--- src/hw/rtl/qeg_pkg.sv ---
// Package for the quadrature encoder generator: item and level types,
// operation and direction codes, and the reset values of the duration registers.
// Has no dependencies.
`timescale 1ns / 1ps

package qeg_pkg;

  localparam int unsigned TickW  = 24;
  localparam int unsigned StepsW = 16;

  typedef enum logic [1:0] {
    OP_TICK  = 2'd0,
    OP_TWIST = 2'd1,
    OP_PUSH  = 2'd2,
    OP_NONE  = 2'd3
  } op_t;

  typedef enum logic [1:0] {
    DIR_NONE = 2'd0,
    DIR_CW   = 2'd1,
    DIR_CCW  = 2'd2,
    DIR_RSVD = 2'd3
  } dir_t;

  typedef enum logic [1:0] {
    REG_STEP_TICKS       = 2'd0,
    REG_PRESS_TICKS      = 2'd1,
    REG_LONG_PRESS_TICKS = 2'd2,
    REG_UNUSED           = 2'd3
  } reg_idx_t;

  localparam logic [TickW-1:0]  StepTicksReset      = 24'd50000;
  localparam logic [TickW-1:0]  PressTicksReset     = 24'd100000;
  localparam logic [TickW-1:0]  LongPressTicksReset = 24'd3000000;
  localparam logic [StepsW-1:0] StepsPerTwist       = 16'd4;
  localparam logic [StepsW-1:0] StepsMax            = 16'hFFFF;

  typedef struct packed {
    logic [1:0] op;
    logic       dir;
    logic       long_press;
  } item_t;

  typedef struct packed {
    logic a;
    logic b;
    logic button;
    logic busy;
  } levels_t;

  // Phase index to channel levels {A, B}: 00, 10, 11, 01.
  function automatic logic [1:0] gray_code(input logic [1:0] ph);
    logic [1:0] code;
    case (ph)
      2'd0:    code = 2'b00;
      2'd1:    code = 2'b10;
      2'd2:    code = 2'b11;
      default: code = 2'b01;
    endcase
    return code;
  endfunction

  // A zero duration behaves as a single tick.
  function automatic logic [TickW-1:0] at_least_one(input logic [TickW-1:0] v);
    return (v == '0) ? TickW'(1) : v;
  endfunction

endpackage

--- src/hw/rtl/qeg_core.sv ---
// State of the encoder generator: phase, direction, pending steps and the
// two timers, updated once per item. Depends on qeg_pkg.
`timescale 1ns / 1ps

module qeg_core
  import qeg_pkg::*;
(
  input  logic             clk,
  input  logic             rst,
  input  logic             update,
  input  item_t            item,
  input  logic [TickW-1:0] step_ticks,
  input  logic [TickW-1:0] press_ticks,
  input  logic [TickW-1:0] long_press_ticks,
  output levels_t          levels_next
);

  logic [1:0]        phase, phase_next;
  dir_t              direction, direction_next;
  logic [StepsW-1:0] steps_left, steps_left_next;
  logic [TickW-1:0]  step_timer, step_timer_next;
  logic [TickW-1:0]  release_timer, release_timer_next;
  logic              button_state, button_state_next;

  logic [StepsW-1:0] steps_dec;
  logic [StepsW:0]   steps_sum;
  dir_t              want;
  logic [1:0]        code;

  assign steps_dec = (steps_left != '0) ? steps_left - StepsW'(1) : steps_left;
  assign steps_sum = {1'b0, steps_left} + {1'b0, StepsPerTwist};
  assign want      = item.dir ? DIR_CCW : DIR_CW;

  always_comb begin
    phase_next         = phase;
    direction_next     = direction;
    steps_left_next    = steps_left;
    step_timer_next    = step_timer;
    release_timer_next = release_timer;
    button_state_next  = button_state;
    case (op_t'(item.op))
      OP_TICK: begin
        if (step_timer != '0) begin
          step_timer_next = step_timer - TickW'(1);
          // The timer runs out on this tick: play one phase step.
          if (step_timer == TickW'(1)) begin
            if (direction == DIR_CW) begin
              phase_next = phase + 2'd1;
            end else if (direction == DIR_CCW) begin
              phase_next = phase - 2'd1;
            end
            steps_left_next = steps_dec;
            if (steps_dec != '0) begin
              step_timer_next = at_least_one(step_ticks);
            end
          end
        end
        if (release_timer != '0) begin
          release_timer_next = release_timer - TickW'(1);
          if (release_timer == TickW'(1)) begin
            button_state_next = 1'b1;
          end
        end
      end
      OP_TWIST: begin
        if (direction == want) begin
          steps_left_next = steps_sum[StepsW] ? StepsMax : steps_sum[StepsW-1:0];
        end else begin
          direction_next  = want;
          steps_left_next = StepsPerTwist;
        end
        step_timer_next = at_least_one(step_ticks);
      end
      OP_PUSH: begin
        button_state_next  = 1'b0;
        release_timer_next = at_least_one(item.long_press ? long_press_ticks : press_ticks);
      end
      default: begin
      end
    endcase
  end

  assign code = gray_code(phase_next);

  always_comb begin
    levels_next.a      = code[1];
    levels_next.b      = code[0];
    levels_next.button = button_state_next;
    levels_next.busy   = (steps_left_next != '0);
  end

  always_ff @(posedge clk) begin
    if (rst) begin
      phase         <= 2'd0;
      direction     <= DIR_NONE;
      steps_left    <= '0;
      step_timer    <= '0;
      release_timer <= '0;
      button_state  <= 1'b1;
    end else if (update) begin
      phase         <= phase_next;
      direction     <= direction_next;
      steps_left    <= steps_left_next;
      step_timer    <= step_timer_next;
      release_timer <= release_timer_next;
      button_state  <= button_state_next;
    end
  end

endmodule

--- src/hw/rtl/quadrature_encoder_generator_unit.sv ---
// Top level of the quadrature encoder generator: input register, duration
// registers, result register. Depends on qeg_pkg and qeg_core.
//
//   channel  signals                               direction
//   in       in_valid in_ready op dir long_press   into block
//   out      out_valid out_ready out_a out_b        out of block
//            button_level busy_res
//   cfg      cfg_valid cfg_ready cfg_index cfg_data into block
//
// One beat in, one beat out, through the input register, then the result register.
// A new beat can be taken every cycle unless the output stalls. The input register
// feeds the state update directly, so one beat passes the update per cycle when
// not stalled. When out_ready is low the result register holds, the input register
// fills and then in_ready drops. Synchronous reset returns the phase to A=0 B=0,
// releases the button, clears both timers and reloads the duration registers.
`timescale 1ns / 1ps

module quadrature_encoder_generator_unit
  import qeg_pkg::*;
(
  input  logic             clk,
  input  logic             rst,
  input  logic             in_valid,
  output logic             in_ready,
  input  logic [1:0]       op,
  input  logic             dir,
  input  logic             long_press,
  output logic             out_valid,
  input  logic             out_ready,
  output logic             out_a,
  output logic             out_b,
  output logic             button_level,
  output logic             busy_res,
  input  logic             cfg_valid,
  output logic             cfg_ready,
  input  logic [1:0]       cfg_index,
  input  logic [TickW-1:0] cfg_data
);

  logic [TickW-1:0] step_ticks;
  logic [TickW-1:0] press_ticks;
  logic [TickW-1:0] long_press_ticks;

  logic    s1_valid;
  item_t   s1_item;
  logic    s1_fire;
  levels_t levels_next;
  levels_t result;

  assign cfg_ready = 1'b1;

  always_ff @(posedge clk) begin
    if (rst) begin
      step_ticks       <= StepTicksReset;
      press_ticks      <= PressTicksReset;
      long_press_ticks <= LongPressTicksReset;
    end else if (cfg_valid && cfg_ready) begin
      unique case (reg_idx_t'(cfg_index))
        REG_STEP_TICKS:       step_ticks       <= cfg_data;
        REG_PRESS_TICKS:      press_ticks      <= cfg_data;
        REG_LONG_PRESS_TICKS: long_press_ticks <= cfg_data;
        default: begin
        end
      endcase
    end
  end

  assign s1_fire  = s1_valid && (!out_valid || out_ready);
  assign in_ready = !s1_valid || s1_fire;

  always_ff @(posedge clk) begin
    if (rst) begin
      s1_valid <= 1'b0;
    end else if (in_ready) begin
      s1_valid <= in_valid;
    end
  end

  always_ff @(posedge clk) begin
    if (in_valid && in_ready) begin
      s1_item.op         <= op;
      s1_item.dir        <= dir;
      s1_item.long_press <= long_press;
    end
  end

  qeg_core u_core (
    .clk              (clk),
    .rst              (rst),
    .update           (s1_fire),
    .item             (s1_item),
    .step_ticks       (step_ticks),
    .press_ticks      (press_ticks),
    .long_press_ticks (long_press_ticks),
    .levels_next      (levels_next)
  );

  always_ff @(posedge clk) begin
    if (rst) begin
      out_valid <= 1'b0;
    end else if (s1_fire) begin
      out_valid <= 1'b1;
    end else if (out_ready) begin
      out_valid <= 1'b0;
    end
  end

  always_ff @(posedge clk) begin
    if (s1_fire) begin
      result <= levels_next;
    end
  end

  assign out_a        = result.a;
  assign out_b        = result.b;
  assign button_level = result.button;
  assign busy_res     = result.busy;

endmodule

--- config.mk ---
export PLATFORM = sky130hd
export DESIGN_NAME = quadrature_encoder_generator_unit
export DESIGN_NICKNAME = d
export VERILOG_FILES = /design/src/hw/rtl/qeg_pkg.sv /design/src/hw/rtl/qeg_core.sv /design/src/hw/rtl/quadrature_encoder_generator_unit.sv
export SDC_FILE = /design/constraint.sdc
export NUM_CORES = 1
export LEC_CHECK = 0
export ABC_AREA = 1
export BUFFER_PORTS_ARGS = -buffer_cell sky130_fd_sc_hd__clkbuf_2
export CAP_MARGIN = 0
export CELL_PAD_IN_SITES_DETAIL_PLACEMENT = 1
export CELL_PAD_IN_SITES_GLOBAL_PLACEMENT = 2
export CORE_ASPECT_RATIO = 2
export CORE_MARGIN = 2
export CORE_UTILIZATION = 35
export CTS_BUF_LIST = sky130_fd_sc_hd__clkbuf_8 sky130_fd_sc_hd__clkbuf_16
export CTS_CLUSTER_SIZE = 14
export DETAILED_ROUTE_END_ITERATION = 16
export GPL_ROUTABILITY_DRIVEN = 0
export GPL_TIMING_DRIVEN = 0
export MAX_ROUTING_LAYER = met4
export PLACE_DENSITY_LB_ADDON = 0.1
export SYNTH_ARGS = -nofsm -noshare
export SYNTH_HDL_FRONTEND = slang
export SYNTH_SLANG_ARGS = --single-unit
--- constraint.sdc ---
create_clock -name clk -period 3.37 [get_ports clk]
set_clock_uncertainty 0.05 [all_clocks]
set_input_delay 0.1685 -clock clk [delete_from_list [all_inputs] [get_ports clk]]
set_output_delay 0.1685 -clock clk [all_outputs]
set_load 0.01 [all_outputs]
# Word-level counts from Yosys, hierarchy flattened
# Cells that the tools add are included.
[word_totals]
reg_bits = 151
inputBits = 35
out_inout_bits = 7
word_cells = 90
[op_classes]
add_sub_neg = 6
n_eq_ne = 13
n_mux = 27
bitwise = 1
n_reduce_logical = 25
[ops]
columns = ["operator", "n"]
rows = [
  ["$mux W24", 7],
  ["$pmux W24 S2", 2],
  ["$mux W16", 5],
  ["$eq A24 B1 Y1 const B", 2],
  ["$logic_not A24 Y1", 2],
  ["$reduce_bool A16 Y1", 3],
  ["$reduce_bool A24 Y1", 2],
  ["$sub A24 B1 Y24 const B", 2],
  ["$pmux W16 S2", 1],
  ["$add A16 B3 Y17 const B", 1],
  ["$sub A16 B1 Y16 const B", 1],
  ["$mux W2", 6],
  ["$reduce_and A3 Y1", 3],
  ["$eq A2 B1 Y1 const B", 4],
  ["$eq A2 B2 Y1 const B", 4],
  ["$logic_not A2 Y1", 3],
  ["$pmux W2 S3", 1],
  ["$reduce_and A2 Y1", 3],
  ["$reduce_bool A2 Y1", 3],
  ["$mux W1", 4],
  ["$ne A2 B1 Y1 const B", 2],
  ["$add A2 B1 Y2 const B", 1],
  ["$eq A2 B2 Y1", 1],
  ["$logic_and A1 B1 Y1", 2],
  ["other kinds (5)", 7],
]

# Logic depth before layout (Yosys ltp)
[depth]
ltp_word = 8
ltp_mapped = 20
depth_no_buf = 19

# Modules after synthesis
# A second synthesis with hierarchy kept.
[unflattened]
cells_unflattened = 1482
area_unflattened_um2 = 9367.7
[by_module_without_submodules]
columns = ["mod", "n_inst", "cells_each", "area_each_um2", "seq_area_each_um2"]
rows = [
  ["qeg_core", 1, 1036, 6132.1, 1381.3],
  ["quadrature_encoder_generator_unit", 1, 446, 3235.6, 1721.7],
]

# Least setup slack after synthesis
# Ideal clock, no wire load.
[synth_path]
path_type = "flip-flop to flip-flop"
startpoint = "register u_core.step_timer[12]"
endpoint = "register result (netlist bit out_b), data pin"
setup_time_ps = 262
arrival_time_ps = 2091
required_ps = 3058
setup_slack_ps = 967
path_stages_with_launch = 14
n_path_buf = 1
period_less_slack_ps = 2403
cell_sequence = "dfxtp_1 > nor2_1 > nand2_1 > nor2_2 > nand2_1 > nor2_4 > nand2_1 > inv_2 > buf_4 > o211ai_1 > xor2_1 > inv_1 > ha_1 > or2_2"
[synth_rtl]
columns = ["element", "line", "text"]
rows = [
  ["start: declaration", "qeg_core.sv:21", "logic [TickW-1:0] step_timer, step_timer_next;"],
  ["start signal: assignment", "qeg_core.sv:104", "step_timer <= step_timer_next;"],
  ["end signal: assignment", "quadrature_encoder_generator_unit.sv:110", "result <= levels_next;"],
  ["end: declaration", "quadrature_encoder_generator_unit.sv:48", "levels_t result;"],
]

==> results_dict.tcl <==
set metrics [dict create \
    root_buffer "clkbuf_16" \
    path_class "reg2reg" \
    synth_area_um2 8950 \
    path_clk_slew_ps 60 \
    cap_violations 0 \
    cp_max_fo 10 \
    dr.pass1.iters 4 \
    viasPerCell 5.21 \
    core_um2 25100 \
    synthTopCellsByArea "dfxtp_1 (32%), nand2_1 (12%), o21ai_0 (8.0%)" \
    drt_iter0_drc 344 \
    final_cell_mix "nand2_1 (290), nor2_1 (154), inv_1 (149)" \
    intPower_mw 3.50 \
    power_mw 5.27 \
    clock_path_buffers 2 \
    slew_headroom_pct 40.2 \
    wl_um 36800 \
    areaGrowthSynthToFinish_pct 17.2 \
    setup_viol 0 \
    synth_top_area_share_pct 32.0 \
    diodes 0 \
    fin_nets 1484 \
    tightest_slew_ps 888 \
    cp_common_cell "nor2_1" \
    vias 9309 \
    die_area_um2 27000 \
    path_buf_inv 3 \
    clkLatencyLatePin_ps 450 \
    switching_share_pct 33.5 \
    avgSynthCellArea_um2 6.64 \
    num_rows 82 \
    combPwrFrac_pct 24.3 \
    fin_crit_sh_pct 97.2 \
    syn_inst 1348 \
    detail_route.wl_per_cell_um 20.6 \
    final_layout_size_suffix_gt1_share_pct 9.38 \
    grt_overflow_total 0 \
    synth_nets 1394 \
    crit_path_top_delay_cell "clkbuf_1" \
    grt_max_degree 17 \
    io_pins 42 \
    yosysSeqAreaShare_pct 34.7 \
    max_stage_delay_ps 620 \
    status "finished clean" \
    synth_top_cell_by_area "dfxtp_1" \
    dp.final_hpwl_um 29200 \
    cts_sinks 151 \
    grt_setup_unrepaired "no" \
    grt_pass1_vias 9897 \
    chipWidth_um 117 \
    fin_tns_setup_ps 0 \
    initial_core_util_pct 35.6 \
    yosys_warnings 0 \
    p_leak_nw 4.71 \
    antenna_found_initial 0 \
    cts_tree "built" \
    port_buffers 39 \
    worstPathRequired_ps 3640 \
    ys_ff_latch 151 \
    synth_edf_count 8 \
    crit_chain "buf_2 -> nor2_1 -> inv_1 -> nor2_1 -> clkbuf_1 -> a31oi_1 -> nand3_1 -> nor2_1 -> nand2_1 -> nor2_1 -> nand2_1" \
    grt_use_total_pct 29.2 \
    period_minus_slack_ps 3280 \
    die_h_um 230 \
    synth.distinct_cells 46 \
    power_density_nw_per_um2 502 \
    async_reset_ff_share_pct 0 \
    vdd_drop_max_v 0.000398 \
    clockPowerShare_pct 38.0 \
    fmax_mhz 305 \
    drv_slew 0 \
    drc 0 \
    cp-start-kind "flop" \
    grt_pass1_wl_um 56100 \
    htreeDepth 4 \
    power.switching_mw 1.77 \
    drtAntennaViolNets 0 \
    hold_viol_final 0 \
    critPathTopFamily "simple AND/OR/NAND/NOR gates" \
    holdCritPathClass "in2reg" \
    seq_power_share_pct 37.8 \
    final_common_cell "nand2_1" \
    numCtsBuffers 17 \
    synth_ff_type "dfxtp_1" \
    cp-end-kind "flop" \
    critPathArrivalTime_ps 3550 \
]
## cells in the mapped netlist, types with 2 or more instances
library cell  instances
a21oi_1             107
a21oi_2               3
a221oi_1              6
a31oi_1               9
buf_2                 5
buf_4                 6
buf_6                10
clkbuf_1             48
clkinv_1              2
dfxtp_1             143
edfxtp_1              8
ha_1                 11
inv_1               147
inv_2                 4
nand2_1             291
nand2_2               5
nand2_4               4
nand3_1              86
nand3_2               3
nand3b_1              3
nand4_1              10
nor2_1              155
nor2_2                9
nor2_4                7
nor2_8                3
nor3_1               16
nor4_1               15
o211ai_1             21
o21ai_0             144
o21ai_1               4
o22ai_1               3
xnor2_1              17
xor2_1               30
## flip-flops by register name (all words and copies together), names as in the netlist
| register | cells |
|---|---|
| busy_res | 1 |
| button_level | 1 |
| long_press_ticks | 24 |
| out_a | 1 |
| out_b | 1 |
| out_valid | 1 |
| press_ticks | 24 |
| s1_item | 4 |
| s1_valid | 1 |
| step_ticks | 24 |
| u_core.button_state | 1 |
| u_core.direction | 2 |
| u_core.phase | 2 |
| u_core.release_timer | 24 |
| u_core.step_timer | 24 |
| u_core.steps_left | 16 |
## through the flow
step           setup WS [ps]  hold slack [ps]  std cells  utilization (%)  cell area (um2)
2_1_floorplan            967              217       1348                -             8950
3_3_place_gp            74.8              298       1723             38.1             9570
3_5_place_dp            57.1              297       1723             38.1             9570
4_1_cts                 21.7              129       1785             41.7            10500
5_1_grt                 10.5              182       1786             41.8            10500
6_report                93.8              160       1786             41.8            10500
## timing repair
| action | CTS | global route |
|---|---|---|
| endpoints found under the setup margin | 0 | 25 |
| hold endpoints to repair | 46 | 0 |
| buffers inserted | 0 | 1 |
| resized for setup | 0 | 4 |
| hold buffers | 31 | 0 |
## layer usage
metal,share of wire (%),wire [um],vias up,track usage [%]
met1,32,11800,4436,24.5
met5,0,0,-,-
li1,-,-,4579,-
met4,8.2,3030,0,20.6
met3,2.6,941,115,4.40
met2,57,21100,179,55.7
## cell type report
cell class / count / area, um2
fillers: 3310 / 14600
multi-input cells: 974 / 4920
flip-flops and latches: 151 / 3100
inverters: 153 / 574
repair buffers: 71 / 513
clock buffers: 18 / 439
well taps: 336 / 420
plain buffers: 70 / 367
clock inverters: 13 / 155
## worst paths after layout
path                                     start             end  slack [ps]  cells past startpoint
worst max register to register      s1_item[3]        busy_res          90                     11
worst min-delay path              cfg_index[0]  step_ticks[16]         160                      4
worst min register to register  press_ticks[3]  press_ticks[3]         400                      2
worst max-delay path                s1_item[3]        busy_res          90                     11
## worst register-to-register path, cell delays in order (launching register included)
cell	delay, ps
edfxtp_1	350
buf_2	240
nor2_1	410
inv_1	110
nor2_1	600
clkbuf_1	620
a31oi_1	230
nand3_1	180
nor2_1	110
nand2_1	100
nor2_1	90
nand2_1	70
## cell families (layout without fill, tap and decap cells)
logic type,count (synthesis),count (layout),share of synthesized area [%]
DFF,151,151,34.7
AOI/OAI and AO/OA,301,301,18.2
other,1,1,0.0419
buffers and inverters,223,325,10.5
and+or+nand+nor,613,613,30.4
adders and majority gates,11,11,1.54
xor gates and xnor gates,47,47,4.60
muxes,1,1,0.126
## power by group through the flow
stage	logic, mW	clock network (mW)	registers, mW
floorplan	0.859	0	2.00
global placement	1.23	0	2.03
detailed placement	1.24	0	2.03
CTS	1.28	2.05	1.99
global route	1.43	2.10	2.00
finish	1.28	2.00	1.99
Power figures use the tool's default switching activity.
